===== config.mk =====
export PLATFORM = sky130hd
export DESIGN_NAME = llmc_divider
export DESIGN_NICKNAME = d
export VERILOG_FILES = /design/src/design/llmc_divider.sv
export SDC_FILE = /design/constraint.sdc
export NUM_CORES = 1
export LEC_CHECK = 0
export BUFFER_PORTS_ARGS = -buffer_cell sky130_fd_sc_hd__buf_2
export CORE_ASPECT_RATIO = 0.5
export CORE_MARGIN = 2
export CORE_UTILIZATION = 30
export DETAILED_ROUTE_END_ITERATION = 8
export GPL_ROUTABILITY_DRIVEN = 0
export PLACE_DENSITY = 0.6
export SLEW_MARGIN = 10
export SYNTH_ARGS = -nofsm -noshare
export SYNTH_HDL_FRONTEND = slang
export SYNTH_SLANG_ARGS = --single-unit

===== constraint.sdc =====
create_clock -name clk -period 9.2 [get_ports clk]
set_input_delay 1.84 -clock clk [delete_from_list [all_inputs] [get_ports clk]]
set_output_delay 1.84 -clock clk [all_outputs]
set_load 0.005 [all_outputs]

===== src/design/llmc_divider.sv =====
// Radix-2 restoring divider: quotient of a 33-bit numerator by a 21-bit divisor.
`timescale 1ns / 1ps
module llmc_divider (
    input  logic        clk,
    input  logic        rst_n,
    input  logic        start,
    input  logic [32:0] numer,
    input  logic [20:0] denom,
    output logic        done,
    output logic [32:0] quot
);
    logic [32:0] quot_reg, quot_next;
    logic [21:0] rem_reg, rem_next;
    logic [20:0] den_reg, den_next;
    logic [5:0]  cnt_reg, cnt_next;
    logic        busy_reg, busy_next;
    logic        done_reg, done_next;
    logic [21:0] trial;

    // one quotient bit per cycle
    always_comb
    begin
        quot_next = quot_reg;
        rem_next  = rem_reg;
        den_next  = den_reg;
        cnt_next  = cnt_reg;
        busy_next = busy_reg;
        done_next = 1'b0;
        trial     = {rem_reg[20:0], quot_reg[32]};
        if (start)
        begin
            quot_next = numer;
            rem_next  = '0;
            den_next  = denom;
            cnt_next  = 6'd33;
            busy_next = 1'b1;
        end
        else if (busy_reg)
        begin
            if (trial >= {1'b0, den_reg})
            begin
                rem_next  = trial - {1'b0, den_reg};
                quot_next = {quot_reg[31:0], 1'b1};
            end
            else
            begin
                rem_next  = trial;
                quot_next = {quot_reg[31:0], 1'b0};
            end
            cnt_next = cnt_reg - 6'd1;
            if (cnt_reg == 6'd1)
            begin
                busy_next = 1'b0;
                done_next = 1'b1;
            end
        end
    end

    always_ff @(posedge clk or negedge rst_n)
    begin
        if (!rst_n)
        begin
            busy_reg <= 1'b0;
            done_reg <= 1'b0;
            cnt_reg  <= '0;
        end
        else
        begin
            busy_reg <= busy_next;
            done_reg <= done_next;
            cnt_reg  <= cnt_next;
        end
    end

    always_ff @(posedge clk)
    begin
        quot_reg <= quot_next;
        rem_reg  <= rem_next;
        den_reg  <= den_next;
    end

    assign done = done_reg;
    assign quot = quot_reg;

    a_done_pulse: assert property (@(posedge clk) disable iff (!rst_n)
        done_reg |=> !done_reg) else $error("divider done held");
    a_done_after_busy: assert property (@(posedge clk) disable iff (!rst_n)
        done_reg |-> $past(busy_reg)) else $error("divider done without busy");
    a_cnt_idle: assert property (@(posedge clk) disable iff (!rst_n)
        (!busy_reg && !start) |=> !busy_reg) else $error("divider started itself");
endmodule


Word level (Yosys, flattened, before mapping)
Index checks and enable logic that the tools add are counted.
{"block": "classes", "n_mux": 12, "order_cmp": 1, "reduce_logical": 1, "eq_ne": 1, "addsub": 2}
{"cell": "$mux W33", "n": 2}
{"cell": "$ge A22 B21 Y1", "n": 1}
{"cell": "$mux W21", "n": 1}
{"cell": "$sub A21 B21 Y21", "n": 1}
{"cell": "$mux W6", "n": 2}
{"cell": "$mux W1", "n": 7}
{"cell": "$eq A6 B1 Y1 const B", "n": 1}
{"cell": "$sub A6 B1 Y6 const B", "n": 1}
{"cell": "$reduce_bool A2 Y1", "n": 1}
{"block": "totals", "regBits": 83, "elab_cells": 23, "input_bits": 57, "output_inout_bits": 34}

Logic depth before layout (Yosys ltp)
{"block": "logic_depth", "depth_word": 4, "mapped_depth": 12, "ltp_nobuf": 11}

Least setup slack after synthesis
No wires, ideal clock.
{"block": "synth_path", "path_type": "input to register", "startpoint": "input port start", "endpoint": "register quot_reg[0] (netlist: quot[0]), enable pin", "path_slack_ns": 6.014, "setup_ns": 0.391, "cell_stages": 2, "required_ns": 8.809, "t_arrival_ns": 2.795, "cell_sequence": "clkinv_1 nand2_1"}
{"block": "synth_via", "elab_chain_len": 1}
{"element": "start: declaration", "line": "6", "rtl": "input logic start,"}
{"element": "$reduce_bool A2 Y1 (no source line)"}
{"element": "end signal: assignment", "line": "77", "rtl": "quot_reg <= quot_next;"}
{"element": "end: declaration", "line": "12", "rtl": "logic [32:0] quot_reg, quot_next;"}
Every way passes these cells.
A chain may end at the register's enable or synchronous reset.

Worst setup path in the final report
{"block": "layout_path", "startpoint": "input port start", "endpoint": "register quot_reg[30] (netlist: quot[30]), enable pin"}
Same word-level chain as after synthesis.

==> metrics.yaml <==
core_region_area_sq_um: 15300
cts-resized-gates: 0
first_pass_iters: 4
num_vias: 3508
netlist_area_sq_um: 4670
cts_setup_buffers: 0
cp.buffers_inverters: 3
areaGrowthSynthToFinish_pct: 20.1
fmax_mhz: 266
wl_um: 10400
cts_tree: "built"
slowest_stage: "buf_4"
synth.largest_area_cell: "edfxtp_1"
synth_edf_count: 54
p_total_mw: 1.56
critical_path.max_fanout: 79
status: "finished, final reports clean"
crit_path_start_kind: "primary input"
die_w_um: 180
drt-vias-per-instance: 4.91
final_nets: 587
worst_pin_slew_ps: 998
grt_overflow: 0
async_reset_ff_share_pct: 9.64
synth_cells: 425
syn-num-nets: 506
cap_viol_max_count: 0
hold_viol_final: 0
p_leak_nw: 2.38
drtIter0Drc: 201
worstPathCellList: "buf_4, clkinv_1, nand2_1, buf_4"
yosys.area.top_type_share_pct: 34.7
hold_path.class: "register to register"
grt_max_degree: 80
largest_reg_flops: 33
post-place-ws_ps: 5040
antenna_found_initial: 0
diodes: 0
met1_usage_pct: 17.5
slew_headroom_pct: 33.5
synth_seq_cells: 83
fin_hold_ws_ps: 505
grt-busiest-layer: "met2"
met3_usage_pct: 3.06
dp.final_hpwl_um: 7280
fin_crit_sh_pct: 40.9
cts_hold_buffers: 0
initial_utilization_pct: 30.5
path_class: "primary input to register"
synth_most_common_cell: "edfxtp_1"
min_period_ps: 3760
fin_skew_ps: 6.12
clockBufferDepth: 2
yosys_warnings: 0
synth_flop_cell: "edfxtp_1"
required_ps: 9190
synth_area_leaders: "edfxtp_1 35%, dfxtp_1 9.0%, mux2_2 8.0%"
cts.reportedPaths.clkPinSlew_ps: 60
clock_latency_ps: 340
pin_count: 91
grt_pass1_vias: 3368
cts.sinks: 83
final_antenna_net_count: 0
critical-path-max-stage-delay_ps: 740
crit_path_end_kind: "register"
dieArea_sq_um: 16600
finalWorstSetupSlack_ps: 5440
wire_per_inst_um: 14.5
grt_util_met2_pct: 20.0
root_buffer: "clkbuf_16"
grt_pass1_wl_um: 17000
post-route-drc-count: 0
crit_family: "buffers and inverters"
grt_setup_unrepaired: "no"
syn_avg_cell_area_sq_um: 11.0
yosysUniqueCellTypes: 56
pwr_density_cell_nw_per_um2: 279
numCtsBuffers: 9
row_count: 32
cts.htree.levels: 3
setup_violations: 0
cp_common_cell: "buf_4"
setup_tns_ps: 0
portBuffers: 90
layout-drive-gt1-share_pct: 31.7
yosys-top-cells-count: "54 x edfxtp_1, 33 x mux2_2, 31 x inv_1, 31 x nand2_1, 30 x nor2_1"
ys_seq_area_share_pct: 48.0
worstPathArrival_ps: 3750
slew_violations: 0
die_h_um: 92.2
peakVddDrop_uv: 91.8
grt_usage_pct: 12.8
==> power by group <==
group | internal, mW | total [mW] | switching [mW]
registers | 0.495 | 0.557 | 0.0616
clock network | 0.237 | 0.384 | 0.147
logic | 0.270 | 0.623 | 0.353
total | 1.00 | 1.56 | 0.561
==> final cells by class <==
| cell class | count | area, sq um |
|---|---|---|
| Inverter | 32 | 120 |
| Timing Repair Buffer | 92 | 468 |
| Clock inverter | 7 | 92.6 |
| Sequential cell | 83 | 2240 |
| Fill cell | 1552 | 9730 |
| Tap cell | 204 | 255 |
| Clock buffer | 9 | 225 |
| Multi-Input combinational cell | 288 | 2210 |
==> through the flow <==
| stage | util (%) | cells | area, sq um |
|---|---|---|---|
| after CTS | 36.6 | 715 | 5610 |
| after detailed placement | 34.5 | 699 | 5290 |
| after global routing | 36.6 | 715 | 5610 |
| final | 36.6 | 715 | 5610 |
| after global placement | 34.5 | 699 | 5290 |
| after floorplan | - | 425 | 4670 |
==> final timing paths <==
kind                       slack, ps    endpoint        from  depth (start not counted)
max                             5440    quot[30]       start                          4
max reg2reg                     5910  rem_reg[2]    quot[32]                         11
min                              510  rem_reg[3]  rem_reg[3]                          2
min in group asynchronous       1340  cnt_reg[5]       rst_n                          1
max in group asynchronous       7690  cnt_reg[1]       rst_n                          1
min reg2reg                      510  rem_reg[3]  rem_reg[3]                          2
==> worst min-delay path: stages (launching register included) <==
cell	delay, ps
dfxtp_1	320
nor2_1	80
a211oi_1	50
==> cells in the final DEF (no fill, tap or decap), types with 10 or more instances in the layout <==
cell type and n:
nor2_1 30, a21oi_1 25, ha_1 23, mux2_2 33, buf_2 89, edfxtp_1 54, nand2_1 31, dfxtp_1 21
inv_1 31, a211oi_1 10, nand3_1 14, xnor2_1 13
==> metal layers <==
metal  vias to the layer above  part of all wire, %
li1                       1749                    -
met2                        57                   46
met4                         0                  1.1
met3                         9                  3.4
met1                      1693                   49
met5                         -                    0
==> logic make-up after synthesis <==
group           after synthesis  share of synthesized area [%]
xor+xnor                     22                           4.12
buf+inv                      54                           4.79
simple gates                106                           10.7
fa+ha+maj                    24                           6.59
compound gates               98                           16.8
mux                          38                           9.03
flops                        83                           48.0
(Power assumes the default switching activity.)
